`config.mk`:
```
export PLATFORM = sky130hd
export DESIGN_NAME = keypad_duty_entry
export DESIGN_NICKNAME = d
export VERILOG_FILES = /design/src/kde_pkg.sv /design/src/keypad_duty_entry.sv
export SDC_FILE = /design/constraint.sdc
export NUM_CORES = 1
export LEC_CHECK = 0
export BUFFER_PORTS_ARGS = -buffer_cell sky130_fd_sc_hd__buf_2
export CAP_MARGIN = 40
export CORE_MARGIN = 2
export CORE_UTILIZATION = 40
export CTS_CLUSTER_SIZE = 25
export DETAILED_ROUTE_END_ITERATION = 12
export GPL_ROUTABILITY_DRIVEN = 0
export SYNTH_ARGS = -nofsm -noshare
export SYNTH_HDL_FRONTEND = slang
export SYNTH_SLANG_ARGS = --single-unit
```
`constraint.sdc`:
```
create_clock -name clk -period 13 [get_ports clk]
set_clock_uncertainty 0.1 [all_clocks]
set_input_delay 1.3 -clock clk [delete_from_list [all_inputs] [get_ports clk]]
set_output_delay 1.3 -clock clk [all_outputs]
set_load 0.02 [all_outputs]
```
`src/kde_pkg.sv`:
```
package kde_pkg;

  localparam int MAX_DIGITS = 3;
  localparam int CNT_W      = $clog2(MAX_DIGITS + 1);
  localparam int DIDX_W     = (MAX_DIGITS > 1) ? $clog2(MAX_DIGITS) : 1;
  localparam int PCT_W      = 14;
  localparam int PERIOD_W   = 16;
  localparam int PROD_W     = 23;
  localparam int RECIP_W    = 24;
  localparam int RECIP_SH   = 30;
  localparam logic [RECIP_W-1:0] RECIP_100 = 24'd10737419;
  localparam logic [6:0]  PCT_MAX  = 7'd100;

  localparam logic [7:0]  LOCKOUT_RST = 8'd1;
  localparam logic [15:0] PERIOD_RST  = 16'd2457;

  localparam logic CFG_LOCKOUT = 1'b0;
  localparam logic CFG_PERIOD  = 1'b1;

  localparam logic [7:0] CH_0   = 8'h30;
  localparam logic [7:0] CH_1   = 8'h31;
  localparam logic [7:0] CH_9   = 8'h39;
  localparam logic [7:0] CH_D   = 8'h44;
  localparam logic [7:0] CH_PCT = 8'h25;
  localparam logic [7:0] CH_CR  = 8'h0D;
  localparam logic [7:0] CH_LF  = 8'h0A;

  localparam logic FUNC_TICK = 1'b0;
  localparam logic FUNC_EDGE = 1'b1;

  typedef enum logic [1:0] {
    ECHO_NONE  = 2'd0,
    ECHO_DIGIT = 2'd1,
    ECHO_PCT   = 2'd2,
    ECHO_CLAMP = 2'd3
  } echo_kind_t;

  typedef struct packed {
    logic       func;
    logic [1:0] row_index;
    logic       row_level_high;
  } in_word_t;

  typedef struct packed {
    logic [3:0]  column_drive;
    logic        char_valid;
    logic [7:0]  echo_char;
    logic [15:0] compare_value;
    logic        last;
  } out_word_t;

  function automatic logic [7:0] key_at(input logic [1:0] row, input logic [1:0] col);
    logic [7:0] k;
    k = 8'h00;
    unique case ({row, col})
      4'h0: k = 8'h31;
      4'h1: k = 8'h32;
      4'h2: k = 8'h33;
      4'h3: k = 8'h41;
      4'h4: k = 8'h34;
      4'h5: k = 8'h35;
      4'h6: k = 8'h36;
      4'h7: k = 8'h42;
      4'h8: k = 8'h37;
      4'h9: k = 8'h38;
      4'hA: k = 8'h39;
      4'hB: k = 8'h43;
      4'hC: k = 8'h2A;
      4'hD: k = 8'h30;
      4'hE: k = 8'h23;
      4'hF: k = 8'h44;
      default: k = 8'h00;
    endcase
    return k;
  endfunction

  function automatic logic [2:0] word_count(input echo_kind_t kind);
    logic [2:0] n;
    n = 3'd1;
    case (kind)
      ECHO_PCT:   n = 3'd2;
      ECHO_CLAMP: n = 3'd6;
      default:    n = 3'd1;
    endcase
    return n;
  endfunction

  function automatic logic [7:0] echo_at(input echo_kind_t kind, input logic [2:0] idx,
                                         input logic [7:0] digit);
    logic [7:0] c;
    c = 8'h00;
    case (kind)
      ECHO_DIGIT: c = digit;
      ECHO_PCT:   c = (idx == 3'd0) ? CH_PCT : CH_LF;
      ECHO_CLAMP: begin
        case (idx)
          3'd0:    c = CH_CR;
          3'd1:    c = CH_1;
          3'd2:    c = CH_0;
          3'd3:    c = CH_0;
          3'd4:    c = CH_PCT;
          default: c = CH_LF;
        endcase
      end
      default:    c = 8'h00;
    endcase
    return c;
  endfunction

endpackage

```
`src/keypad_duty_entry.sv`:
```
// Channel | dir | handshake             | payload
// in      | in  | in_valid / in_ready   | in_word  (func, row_index, row_level_high)
// out     | out | out_valid / out_ready | out_word (column_drive .. last)
// cfg     | in  | cfg_we                | cfg_index, cfg_data
//
// Three stages: input register, key/state update with percent*period product,
// divide-by-100 (reciprocal multiply) into the output word register.
// An accepted input word passes the input, stage-1 and output word registers; an item
// that echoes nothing or one char gives one output word, a 'D' item two or six.
// One single-word item per cycle when out_ready holds.
// Reset is synchronous; all control and scan state clears, config takes defaults.
// out_ready low stalls the output register and backs up through to in_ready.
module keypad_duty_entry
  import kde_pkg::*;
(
  input  logic      clk,
  input  logic      rst_n,
  input  logic      in_valid,
  output logic      in_ready,
  input  in_word_t  in_word,
  output logic      out_valid,
  input  logic      out_ready,
  output out_word_t out_word,
  input  logic      cfg_we,
  input  logic      cfg_index,
  input  logic [15:0] cfg_data
);

  logic [7:0]  lockout_ticks_r;
  logic [15:0] period_r;

  logic [1:0]       col_r, col_nxt;
  logic [7:0]       lockout_r, lockout_nxt;
  logic [7:0]       key_r, key_nxt;
  logic [CNT_W-1:0] dcount_r, dcount_nxt;
  logic [3:0]       digits_r [MAX_DIGITS];
  logic [3:0]       digits_nxt [MAX_DIGITS];
  logic [3:0]       masks_r, masks_nxt;

  in_word_t in_r;
  logic     in_v_r;

  logic              s1_v_r;
  echo_kind_t        s1_kind_r, s1_kind_nxt;
  logic [7:0]        s1_char_r, s1_char_nxt;
  logic [PROD_W-1:0] s1_prod_r, s1_prod_nxt;
  logic [3:0]        s1_col_r;

  logic        s2_v_r;
  echo_kind_t  s2_kind_r;
  logic [7:0]  s2_char_r;
  logic [2:0]  s2_idx_r;
  logic [3:0]  s2_col_r;
  logic [15:0] compare_r;

  logic [7:0]  eff_lockout;
  logic        s2_last, en2, en1, adv0, in_acc;
  logic [PCT_W-1:0] pct_v;
  logic [6:0]  pct_c;
  logic [PROD_W+RECIP_W-1:0] quot_full;

  assign eff_lockout = (lockout_ticks_r == 8'd0) ? 8'd1 : lockout_ticks_r;
  assign s2_last     = (s2_idx_r == word_count(s2_kind_r) - 3'd1);
  assign en2         = !s2_v_r || (out_ready && s2_last);
  assign en1         = !s1_v_r || en2;
  assign in_ready    = !in_v_r || en1;
  assign in_acc      = in_valid && in_ready;
  assign adv0        = in_v_r && en1;

  always_comb begin
    pct_v = '0;
    for (int i = 0; i < MAX_DIGITS; i++) begin
      if (CNT_W'(i) < dcount_r) begin
        pct_v = PCT_W'(pct_v * 4'd10) + PCT_W'(digits_r[i]);
      end
    end
    pct_c = (pct_v > PCT_W'(PCT_MAX)) ? PCT_MAX : pct_v[6:0];
  end

  always_comb begin
    col_nxt     = col_r;
    lockout_nxt = lockout_r;
    key_nxt     = key_r;
    dcount_nxt  = dcount_r;
    digits_nxt  = digits_r;
    masks_nxt   = masks_r;
    s1_kind_nxt = ECHO_NONE;
    s1_char_nxt = key_r;
    s1_prod_nxt = PROD_W'(pct_c * period_r);
    if (in_r.func == FUNC_TICK) begin
      col_nxt = col_r + 2'd1;
      if (lockout_r != 8'd0 && lockout_r == eff_lockout) begin
        if (key_r >= CH_0 && key_r <= CH_9 && dcount_r < CNT_W'(MAX_DIGITS)) begin
          digits_nxt[dcount_r[DIDX_W-1:0]] = 4'(key_r - CH_0);
          dcount_nxt  = dcount_r + CNT_W'(1);
          s1_kind_nxt = ECHO_DIGIT;
        end
        if (key_r == CH_D) begin
          dcount_nxt = '0;
          for (int i = 0; i < MAX_DIGITS; i++) begin
            digits_nxt[i] = 4'd0;
          end
          s1_kind_nxt = (pct_v > PCT_W'(PCT_MAX)) ? ECHO_CLAMP : ECHO_PCT;
        end
      end
      if (lockout_r != 8'd0) begin
        lockout_nxt = lockout_r - 8'd1;
        if (lockout_r == 8'd1) begin
          masks_nxt = 4'd0;
        end
      end
    end else begin
      if (!masks_r[in_r.row_index] && in_r.row_level_high) begin
        masks_nxt[in_r.row_index] = 1'b1;
        key_nxt     = key_at(in_r.row_index, col_r);
        lockout_nxt = eff_lockout;
      end
    end
  end

  assign quot_full = s1_prod_r * RECIP_100;

  always_ff @(posedge clk) begin
    if (!rst_n) begin
      lockout_ticks_r <= LOCKOUT_RST;
      period_r        <= PERIOD_RST;
    end else if (cfg_we) begin
      unique case (cfg_index)
        CFG_LOCKOUT: lockout_ticks_r <= cfg_data[7:0];
        CFG_PERIOD:  period_r        <= cfg_data;
        default:     ;
      endcase
    end
  end

  always_ff @(posedge clk) begin
    if (!rst_n) begin
      col_r     <= '0;
      lockout_r <= '0;
      key_r     <= '0;
      dcount_r  <= '0;
      masks_r   <= '0;
      for (int i = 0; i < MAX_DIGITS; i++) begin
        digits_r[i] <= 4'd0;
      end
    end else if (adv0) begin
      col_r     <= col_nxt;
      lockout_r <= lockout_nxt;
      key_r     <= key_nxt;
      dcount_r  <= dcount_nxt;
      masks_r   <= masks_nxt;
      digits_r  <= digits_nxt;
    end
  end

  always_ff @(posedge clk) begin
    if (!rst_n) begin
      in_v_r    <= 1'b0;
      s1_v_r    <= 1'b0;
      s2_v_r    <= 1'b0;
      s2_idx_r  <= '0;
      compare_r <= '0;
      s1_kind_r <= ECHO_NONE;
      s2_kind_r <= ECHO_NONE;
    end else begin
      if (in_ready) begin
        in_v_r <= in_valid;
      end
      if (en1) begin
        s1_v_r <= in_v_r;
      end
      if (en2) begin
        s2_v_r   <= s1_v_r;
        s2_idx_r <= '0;
        if (s1_v_r) begin
          s2_kind_r <= s1_kind_r;
          if (s1_kind_r == ECHO_PCT || s1_kind_r == ECHO_CLAMP) begin
            compare_r <= quot_full[RECIP_SH +: 16];
          end
        end
      end else if (out_ready) begin
        s2_idx_r <= s2_idx_r + 3'd1;
      end
      if (adv0) begin
        s1_kind_r <= s1_kind_nxt;
      end
    end
  end

  always_ff @(posedge clk) begin
    if (in_acc) begin
      in_r <= in_word;
    end
    if (adv0) begin
      s1_char_r <= s1_char_nxt;
      s1_prod_r <= s1_prod_nxt;
      s1_col_r  <= 4'(4'b0001 << col_nxt);
    end
    if (en2 && s1_v_r) begin
      s2_char_r <= s1_char_r;
      s2_col_r  <= s1_col_r;
    end
  end

  assign out_valid              = s2_v_r;
  assign out_word.column_drive  = s2_col_r;
  assign out_word.char_valid    = (s2_kind_r != ECHO_NONE);
  assign out_word.echo_char     = echo_at(s2_kind_r, s2_idx_r, s2_char_r);
  assign out_word.compare_value = compare_r;
  assign out_word.last          = s2_last;

`ifndef SYNTH
  a_masks_need_lockout: assert property (@(posedge clk) disable iff (!rst_n)
    (lockout_r == 8'd0) |-> (masks_r == 4'd0))
    else $error("row masks set with lockout expired");

  a_dcount_range: assert property (@(posedge clk) disable iff (!rst_n)
    dcount_r <= CNT_W'(MAX_DIGITS))
    else $error("digit count overflow");

  a_idx_range: assert property (@(posedge clk) disable iff (!rst_n)
    s2_v_r |-> (s2_idx_r < word_count(s2_kind_r)))
    else $error("echo index past word count");

  a_d_clears: assert property (@(posedge clk) disable iff (!rst_n)
    (s1_v_r && (s1_kind_r == ECHO_PCT || s1_kind_r == ECHO_CLAMP)) |-> (dcount_r == '0))
    else $error("digits not cleared after D");

  a_col_follow: assert property (@(posedge clk) disable iff (!rst_n)
    (adv0 && in_r.func == FUNC_TICK) |=> (col_r == $past(col_r) + 2'd1))
    else $error("column did not advance on tick");
`endif

endmodule
```
==> run_results.csv, run 1 <==
group,metric,value,unit
logic_synthesis,synthDominantCellAreaShare,0.285,
logic_synthesis,ys.flop_type,"dfxtp_1",
logic_synthesis,synth_top_family_by_area,"adder cells",
min_path,min_path_cells,0,
logic_synthesis,synth_adder_area_share,0.498,
clocking,cts_resized,0,
flow_run,maxCapViolCount,0,
logic_synthesis,synthCells,1911,
worst_setup_path,end_kind,"flop",
power_and_ir_drop,p_comb_frac,0.643,
logic_synthesis,synthMuxAreaShare,0.00915,
timing,finalSetupViolCount,0,
power_and_ir_drop,p_clk_frac,0.178,
routing,ant_nets,0,
clocking,h-tree-depth,4,
logic_synthesis,netlist_area,0.0187,sq mm
place,dp.cells,2539,
routing,drt_iter0_drc,517,
logic_synthesis,synthesis.nets,2522,
routing,drc,0,
timing,rsz0062_at_grt,"false",
timing,slew_headroom,0.506,
timing,min_period,10.89,ns
die,placement_rows,79,
logic_synthesis,synthTopCellsByArea,"fa_1 29%, ha_1 21%, dfxtp_1 9.1%",
global_route,grt_max_degree,62,
logic_synthesis,yosysTopAreaCell,"fa_1",
power_and_ir_drop,powerDensity,130,mW/mm^2
worst_setup_path,critPathSlowestCell,"dfxtp_1",
cells_and_area,multiInputGateArea,0.0140,sq mm
clocking,cts_hold_buf,0,
power_and_ir_drop,switching_share,0.450,
timing,max_freq,91.8,MHz
place,hpwl,35300,um
cells_and_area,design_area,0.0202,sq mm
power_and_ir_drop,p_int,1450,uW
place,placed_cell_area,0.0196,sq mm
logic_synthesis,yosysSeqAreaShare,0.169,
global_route,grt-ovfl-total,0,
routing,drt_wl_total,41500,um
worst_setup_path,worstReg2RegStart,"dcount_r[1]$_SDFFE_PN0P_",
routing,vias,12895,
cells_and_area,drive_above_1_share,0.0718,
logic_synthesis,avgSynthCellArea,9.80,sq um
global_route,grt_pass1_wl,69400,um
power_and_ir_drop,power_leakage,0.0102,uW
worst_setup_path,path_class,"flop to flop",
routing,routedWlPerCell,16.1,um
logic_synthesis,synthArstFlopShare,0,
die,core,0.0464,sq mm
worst_setup_path,reg2reg_depth,36,
die,die_w,220,um
die,die-area,0.0486,sq mm
timing,setup_tns,0,ns
routing,drt_first_pass_iters,6,
cells_and_area,fin_cells,2571,
logic_synthesis,synth-edff-count,49,
logic_synthesis,yosysMostFrequentCell,"inv_1",
cells_and_area,n_fill_cell,4494,
routing,viasPerCell,5.02,
logic_synthesis,yosys_warnings,0,
min_path,hold_path.class,"flop to flop",
power_and_ir_drop,ir_worst_vdd,261,uV
die,die_y,220,um
cells_and_area,fin_nets,2562,
die,start_util,0.404,
clocking,cts_buffers,17,
global_route,grt_pass1_vias,13624,
clocking,cts_buffer_depth,2,
logic_synthesis,synth_common_cells,"372 x inv_1, 318 x ha_1, 267 x fa_1",
logic_synthesis,synth_compound_area_frac,0.0859,
min_path,hp-start,"s1_char_r[3]$_DFFE_PP_",
timing,worst_pin_slew,0.742,ns
logic_synthesis,synthXorXnorAreaFrac,0.0224,
place,port-buffer-count,56,
clocking,clock_latency,0.43,ns
worst_setup_path,r2r_setup_slack,2.11,ns
global_route,grtUsageTotal,0.181,
timing,min_period_over_period,0.838,
clocking,clockRootBuffer,"clkbuf_16",
worst_setup_path,required,13.07,ns
timing,timing.final.max_slew_violations,0,
cells_and_area,regArea,0.00317,sq mm
power_and_ir_drop,p_sw,1180,uW
min_path,min_to,"s2_char_r[3]$_DFFE_PP_",
worst_setup_path,crit_path_start,"dcount_r[1]$_SDFFE_PN0P_",
clocking,cts_tree,"done",
die,ioPinCount,58,
cells_and_area,syn2layout_area_growth,7.72,%
global_route,antenna_found_initial,0,
clocking,postCtsSetupBuffers,0,
logic_synthesis,synth-simple-area-share,0.129,
clocking,clock_sinks,134,
worst_setup_path,crit_fanout,16,
clocking,clk_pin_slew_worst_paths,0.06,ns
worst_setup_path,cpPeakStageDelay,0.58,ns
worst_setup_path,critPathLaunchType,"flop",
worst_setup_path,worstPathArrival,10.96,ns
timing,finalHoldViolCount,0,
worst_setup_path,worst_path_most_repeated_cell,"ha_1",
worst_setup_path,r2r-end,"s1_prod_r[19]$_DFFE_PP_",
cells_and_area,fin_util,0.435,
power_and_ir_drop,seq_power_share,0.179,
cells_and_area,num_antenna_cells,0,
logic_synthesis,yosysUniqueCellTypes,80,
run_status,status,"finished clean",
logic_synthesis,synth-seq-cells,134,
[registers in the layout, summed over array words and instances, names as in the netlist, 4 cells and up]
register,count
masks_r,4
s2_char_r,7
s1_char_r,7
key_r,7
digits_r,12
s1_prod_r,23
in_r,4
s2_col_r,4
lockout_r,8
period_r,16
compare_r,16
s1_col_r,4
lockout_ticks_r,8
[worst max-delay path: cells and delay by family, from the launching register on]
| family | cells | cell delay, ns |
|---|---|---|
| XOR/XNOR | 1 | 0.07 |
| adder cells (fa/ha/maj) | 11 | 4.09 |
| buffers and inverters | 5 | 0.54 |
| AND/OR/NAND/NOR | 8 | 2.51 |
| flip-flops | 1 | 0.58 |
| AO/OA/AOI/OAI | 11 | 2.72 |
[power groups by stage]
| stage | Combinational (uW) | Clock (uW) | Sequential (uW) |
|---|---|---|---|
| 5_1_grt | 1950 | 500 | 472 |
| 3_5_place_dp | 1710 | 0 | 479 |
| 2_1_floorplan | 1290 | 0 | 468 |
| 3_3_place_gp | 1680 | 0 | 479 |
| 4_1_cts | 1720 | 483 | 470 |
| 6_report | 1690 | 469 | 470 |
[layout by cell type (no fill, tap or decap), types with 27 or more instances in the layout]
master	count
nand3_1	41
a21oi_1	91
buf_2	57
ha_1	318
nor2b_1	27
edfxtp_1	49
inv_1	371
xnor2_1	28
nand2_1	143
nor2_1	76
dfxtp_1	85
o21ai_0	42
and2_1	68
fa_1	267
[how the worst max path moves through the flow]
| stage | to | slack [ns] | cells after the start |
|---|---|---|---|
| floorplan | s1_prod_r[19]$_DFFE_PP_ | 3.30 | 37 |
| global placement | s1_prod_r[19]$_DFFE_PP_ | 2.36 | 36 |
| detailed placement | s1_prod_r[19]$_DFFE_PP_ | 2.14 | 36 |
| CTS | s1_prod_r[19]$_DFFE_PP_ | 2.12 | 36 |
| global route | s1_prod_r[19]$_DFFE_PP_ | 1.49 | 36 |
| finish | s1_prod_r[19]$_DFFE_PP_ | 2.11 | 36 |
[area by class of cell]
class,instances,share of cell area
Timing Repair Buffer,61,0.0158
Tap cell,607,0.0376
Inverter,373,0.0694
Clock buffer,18,0.0213
Sequential cell,134,0.157
Clock inverter,14,0.00694
Multi-Input combinational cell,1364,0.692
[per-stage QoR]
| step | hold slack [ns] | setup WS [ns] | power [uW] |
|---|---|---|---|
| 2_1_floorplan | 0.300 | 3.30 | 1750 |
| 3_3_place_gp | 0.302 | 2.36 | 2160 |
| 3_5_place_dp | 0.306 | 2.14 | 2180 |
| 4_1_cts | 0.321 | 2.12 | 2680 |
| 5_1_grt | 0.334 | 1.49 | 2920 |
| 6_report | 0.320 | 2.11 | 2630 |
[cell families (layout without fill, tap and decap cells)]
logic type | count (synthesis) | after routing
other | 1 | 1
AOI/OAI and AO/OA | 250 | 250
and+or+nand+nor | 464 | 464
buffers and inverters | 413 | 466
DFF | 134 | 134
adders and majority gates | 586 | 586
muxes | 15 | 15
xor gates and xnor gates | 48 | 48
[layer usage]
metal  track usage  share of wire  vias to the layer above
met5             0              0                        -
met4        0.0483          0.021                        0
met3        0.0201          0.029                       39
met2         0.309           0.48                      168
met1         0.243           0.47                     6397
li1              -              -                     6291
(Power assumes the default switching activity.)
==> run 2: changes to the inputs <==
Clock period 13 ns to 11.18 ns, I/O delays scaled along.
==> run 2 against run 1 <==
  * Register-to-register slack got worse by 1.4 ns
  * Clock power rose by 15%
  * Critical path depth unchanged
  * Flip-flop and latch count unchanged
  * Non-clock buffer count increased by 8
  * Sequential share of layout area is essentially flat
  * First-iteration DRC count up 13%
  * Maximum frequency rose by 4.1%
  * Worst setup slack worse by 1.4 ns
  * Die area did not move
  * Worst hold slack barely moved
  * Core utilization is 0.13 points higher
  * Largest cell class unchanged
==> run_results.csv, run 2 (synthesis gave the netlist of run 1 again) <==
group,metric,value,unit
timing,timing.final.max_slew_violations,0,
global_route,antenna_found_initial,0,
min_path,min_path_cells,0,
worst_setup_path,r2r-end,"s1_prod_r[21]$_DFFE_PP_",
worst_setup_path,worst_path_most_repeated_cell,"ha_1",
power_and_ir_drop,finalPower,3070,uW
place,hpwl,35200,um
worst_setup_path,end_kind,"flop",
global_route,grtUsageTotal,0.181,
die,ioPinCount,58,
worst_setup_path,cpPeakStageDelay,0.56,ns
min_path,min_to,"s2_col_r[3]$_DFFE_PP_",
worst_setup_path,required,11.26,ns
worst_setup_path,path_class,"flop to flop",
cells_and_area,final_common_cell,"inv_1",
clocking,h-tree-depth,4,
worst_setup_path,critPathLaunchType,"flop",
timing,finalHoldViolCount,0,
place,port-buffer-count,56,
timing,setup_tns,0,ns
timing,rsz0062_at_grt,"false",
routing,viasPerCell,5.00,
power_and_ir_drop,ir_worst_vdd,270,uV
cells_and_area,layout_common_cells,"371 x inv_1, 318 x ha_1, 267 x fa_1",
cells_and_area,num_antenna_cells,0,
clocking,clk_pin_slew_worst_paths,0.06,ns
worst_setup_path,reg2reg_depth,36,
clocking,clockRootBuffer,"clkbuf_16",
cells_and_area,largest_reg_flops,23,
timing,finalSetupViolCount,0,
worst_setup_path,worstPathArrival,10.54,ns
global_route,grt_pass1_vias,13553,
routing,ant_nets,0,
die,start_util,0.404,
clocking,clock_sinks,134,
clocking,postCtsSetupBuffers,0,
routing,routedWlPerCell,16.0,um
cells_and_area,fin_nets,2570,
min_path,hp-start,"s1_col_r[3]$_SDFFCE_PN0P_",
clocking,cts_hold_buf,0,
timing,min_period_over_period,0.936,
routing,drc,0,
clocking,cts_buffers,17,
worst_setup_path,crit_fanout,16,
die,die_y,220,um
die,placement_rows,79,
die,die-area,0.0486,sq mm
timing,worst_pin_slew,0.746,ns
routing,drt_first_pass_iters,5,
routing,drt_wl_total,41400,um
clocking,clock_latency,0.44,ns
routing,vias,12905,
worst_setup_path,critPathSlowestCell,"fa_1",
die,core,0.0464,sq mm
routing,drt_iter0_drc,583,
power_and_ir_drop,powerDensity,152,mW/mm^2
clocking,cts_tree,"done",
clocking,cts_resized,0,
worst_setup_path,r2r_setup_slack,0.72,ns
run_status,status,"finished clean",
global_route,grt-ovfl-total,0,
global_route,grt_max_degree,62,
cells_and_area,reg_top3,"s1_prod_r: 23 flops, compare_r: 16 flops, period_r: 16 flops",
min_path,hold_path.class,"flop to flop",
cells_and_area,drive_above_1_share,0.0745,
global_route,grt_pass1_wl,69100,um
clocking,cts_buffer_depth,2,
timing,slew_headroom,0.503,
flow_run,maxCapViolCount,0,
cells_and_area,max_flop_register,"s1_prod_r",
die,die_w,220,um
timing,min_period,10.46,ns
power_and_ir_drop,power_leakage,0.0103,uW
worst_setup_path,worstReg2RegStart,"dcount_r[1]$_SDFFE_PN0P_",
timing,max_freq,95.6,MHz
cells_and_area,syn2layout_area_growth,8.04,%
-- run 2: cell count changes in the layout (fill, tap and decap cells not counted) --
cell,change
inv_8,-1
clkinv_1,+2
buf_6,-1
clkinv_2,-1
buf_8,+1
clkinv_4,-1
buf_4,+8
clkbuf_8,+1
-- run 2: worst max path at each step --
stage	end	cells past startpoint	from	slack, ns
global route	s1_prod_r[21]$_DFFE_PP_	36	dcount_r[1]$_SDFFE_PN0P_	0.06
CTS	s1_prod_r[21]$_DFFE_PP_	36	dcount_r[1]$_SDFFE_PN0P_	0.59
floorplan	s1_prod_r[19]$_DFFE_PP_	37	dcount_r[1]$_SDFFE_PN0P_	1.48
detailed placement	s1_prod_r[21]$_DFFE_PP_	36	dcount_r[1]$_SDFFE_PN0P_	0.62
finish	s1_prod_r[21]$_DFFE_PP_	36	dcount_r[1]$_SDFFE_PN0P_	0.72
global placement	s1_prod_r[19]$_DFFE_PP_	36	dcount_r[1]$_SDFFE_PN0P_	0.90
-- run 2: per-stage QoR --
step | hold slack, ns | setup slack (ns) | std cells | instance area, sq um | util
after floorplan | 0.300 | 1.48 | 1911 | 18700 | -
after global placement | 0.302 | 0.897 | 2540 | 19600 | 0.423
after detailed placement | 0.307 | 0.622 | 2542 | 19600 | 0.424
after CTS | 0.321 | 0.594 | 2574 | 20200 | 0.436
after global routing | 0.325 | 0.0567 | 2579 | 20200 | 0.437
final | 0.319 | 0.720 | 2579 | 20200 | 0.437
-- run 2: power by group --
group,internal (uW),switching (uW)
clock network,315,226
registers,520,26.5
logic,855,1130
-- run 2: worst max-delay path: cells and delay by family (launching register included) --
kind	cells	cell delay, ns
buffers and inverters	5	0.52
AOI/OAI and AO/OA	12	2.97
adders and majority gates	11	4.15
xor gates and xnor gates	1	0.15
DFF	1	0.31
and+or+nand+nor	7	2.03
-- run 2: per-layer routing --
metal / wire length (um) / GRT usage / share of wire / vias up
met4: 783 / 0.0512 / 0.019 / 0
met3: 1260 / 0.0263 / 0.031 / 38
met5: 0 / 0 / 0 / -
li1: - / - / - / 6321
met1: 19200 / 0.239 / 0.46 / 6373
met2: 20100 / 0.310 / 0.49 / 173
-- run 2: cell type report --
| cell class | count | area (sq um) |
|---|---|---|
| inverter | 373 | 1400 |
| sequential | 134 | 3170 |
| fill | 4408 | 26100 |
| multi-input combinational | 1364 | 14000 |
| clock inverter | 13 | 123 |
| tap | 607 | 759 |
| clock buffer | 19 | 443 |
| timing repair buffer | 69 | 383 |
==> run 3: changes to the inputs <==
Settings changed: CORE_UTILIZATION 40 to 33.
==> run 3 against run 2 <==
  * Count of clock-buffer cells in the layout down 2
  * Cell count up 5.8%
  * Via count up 1.1%
  * Cell area up 1.1%
  * Clock power up 6.1%
  * Sequential share of layout area down 0.18 points
  * Flip-flop and latch count unchanged
  * Routed wire length up 0.17%
  * Die area up 21%
  * First-iteration DRC count up 7.7%
  * Largest cell class unchanged
==> run_results.csv, run 3 (synthesis gave the netlist of run 1 again) <==
group,metric,value,unit
routing,drc,0,
global_route,antenna_found_initial,0,
die,ioPinCount,58,
timing,min_period,10.48,ns
clocking,clk_pin_slew_worst_paths,0.07,ns
flow_run,maxCapViolCount,0,
cells_and_area,largest_reg_flops,23,
global_route,global_route.usage.met3,0.0160,
global_route,grt_pass1_wl,70300,um
die,die-area,0.0587,sq mm
power_and_ir_drop,powerDensity,151,mW/mm^2
clocking,cts_buffers,17,
cells_and_area,fin_cells,2728,
timing,rsz0062_at_grt,"false",
timing,timing.final.max_slew_violations,0,
routing,drt_first_pass_iters,5,
global_route,gr-usage-met2,0.258,
cells_and_area,final_common_cell,"inv_1",
worst_setup_path,end_kind,"flop",
global_route,grt_use_met1,0.193,
worst_setup_path,path_buf_inv,5,
die,die_y,242,um
run_status,status,"finished clean",
worst_setup_path,critPathLaunchType,"flop",
timing,finalHoldViolCount,0,
place,dp.cells,2690,
cells_and_area,design_area,0.0205,sq mm
timing,finalSetupViolCount,0,
routing,ant_nets,0,
cells_and_area,max_flop_register,"s1_prod_r",
cells_and_area,layout_common_cells,"371 x inv_1, 318 x ha_1, 267 x fa_1",
timing,slew_headroom,0.491,
routing,routedWlPerCell,15.2,um
routing,drt_wl_total,41400,um
power_and_ir_drop,p_sw,1400,uW
clocking,clock_sinks,134,
power_and_ir_drop,power_leakage,0.0103,uW
cells_and_area,syn2layout_area_growth,9.27,%
clocking,clock_latency,0.43,ns
clocking,h-tree-depth,4,
global_route,grt_pass1_vias,13976,
power_and_ir_drop,seq_power_share,0.176,
routing,viasPerCell,4.78,
place,placed_cell_area,0.0198,sq mm
min_path,hold_path.class,"flop to flop",
timing,setup_tns,0,ns
timing,max_freq,95.5,MHz
worst_setup_path,crit_fanout,16,
worst_setup_path,critPathTopFamily,"adder cells",
global_route,grt_max_degree,62,
power_and_ir_drop,p_comb_frac,0.638,
global_route,grtUsageTotal,0.146,
worst_setup_path,required,11.25,ns
worst_setup_path,worstPathArrival,10.54,ns
timing,worst_pin_slew,0.757,ns
power_and_ir_drop,p_int,1690,uW
power_and_ir_drop,ir_worst_vdd,156,uV
worst_setup_path,critPathSlowestCell,"fa_1",
worst_setup_path,path_class,"flop to flop",
die,placement_rows,87,
cells_and_area,num_antenna_cells,0,
worst_setup_path,cpPeakStageDelay,0.56,ns
routing,vias,13052,
routing,drt_iter0_drc,628,
global_route,busiest_layer,"met2",
die,start_util,0.333,
cells_and_area,reg_top3,"s1_prod_r: 23 flops, compare_r: 16 flops, period_r: 16 flops",
cells_and_area,fin_nets,2570,
clocking,cts_tree,"done",
worst_setup_path,worst_path_most_repeated_cell,"ha_1",
cells_and_area,drive_above_1_share,0.0761,
clocking,cts_buffer_depth,2,
power_and_ir_drop,switching_share,0.452,
place,hpwl,35300,um
power_and_ir_drop,p_clk_frac,0.185,
die,core,0.0563,sq mm
clocking,clockRootBuffer,"clkbuf_16",
place,port-buffer-count,56,
timing,min_period_over_period,0.937,
global_route,grt-ovfl-total,0,
cells_and_area,n_fill_cell,5643,
die,die_w,242,um
-- run 3: changes by cell type in the layout (fill, tap and decap cells not counted), sizes merged --
cell	delta
clkinv	-1
clkbuf	-2
inv	+3
-- run 3: power by group through the flow --
stage	clock, uW	sequential (uW)	combinational [uW]
CTS	588	546	2020
floorplan	0	545	1490
global route	609	548	2300
detailed placement	0	557	2000
finish	573	546	1970
global placement	0	557	1940
-- run 3: timing repair --
item | CTS | global route
hold buffers | 0 | 0
setup endpoints to repair | 0 | 2
resized for setup | 0 | 0
buffers inserted | 0 | 6
-- run 3: through the flow --
step	util	hold slack [ns]	power (uW)	setup slack [ns]
after global routing	0.364	0.335	3460	0.00375
after CTS	0.363	0.322	3150	0.552
after floorplan	-	0.300	2040	1.48
final	0.364	0.321	3090	0.704
after detailed placement	0.352	0.305	2560	0.616
after global placement	0.352	0.304	2500	0.891
-- run 3: final cells by class --
cell class | count | area (sq um) | area share
clock buffer | 17 | 425 | 0.0208
clock inverter | 15 | 181 | 0.00886
inverter | 373 | 1400 | 0.0684
multi-input combinational | 1364 | 14000 | 0.682
sequential | 134 | 3170 | 0.155
tap | 756 | 946 | 0.0462
timing repair buffer | 69 | 385 | 0.0188
-- run 3: final timing paths --
check                                              start  slack (ns)  cells past startpoint                 endpoint
worst min-delay path              s1_char_r[1]$_DFFE_PP_        0.32                      0   s2_char_r[1]$_DFFE_PP_
worst max register to register  dcount_r[1]$_SDFFE_PN0P_        0.70                     36  s1_prod_r[19]$_DFFE_PP_
worst min register to register    s1_char_r[1]$_DFFE_PP_        0.32                      0   s2_char_r[1]$_DFFE_PP_
worst max-delay path            dcount_r[1]$_SDFFE_PN0P_        0.70                     36  s1_prod_r[19]$_DFFE_PP_
-- run 3: worst register-to-register path: cells and delay by family (launching register included) --
kind                     cells  cell delay [ns]
AND/OR/NAND/NOR              8             2.20
flip-flops                   1             0.31
adder cells (fa/ha/maj)     11             4.19
AO/OA/AOI/OAI               11             2.79
buffers and inverters        5             0.53
XOR/XNOR                     1             0.08
-- run 3: per-layer routing --
metal  vias to the layer above  routed length (um)
li1                       6320                   -
met1                      6504               18900
met2                       204               20700
met3                        24                1320
met4                         0                 516
met5                         -                   0
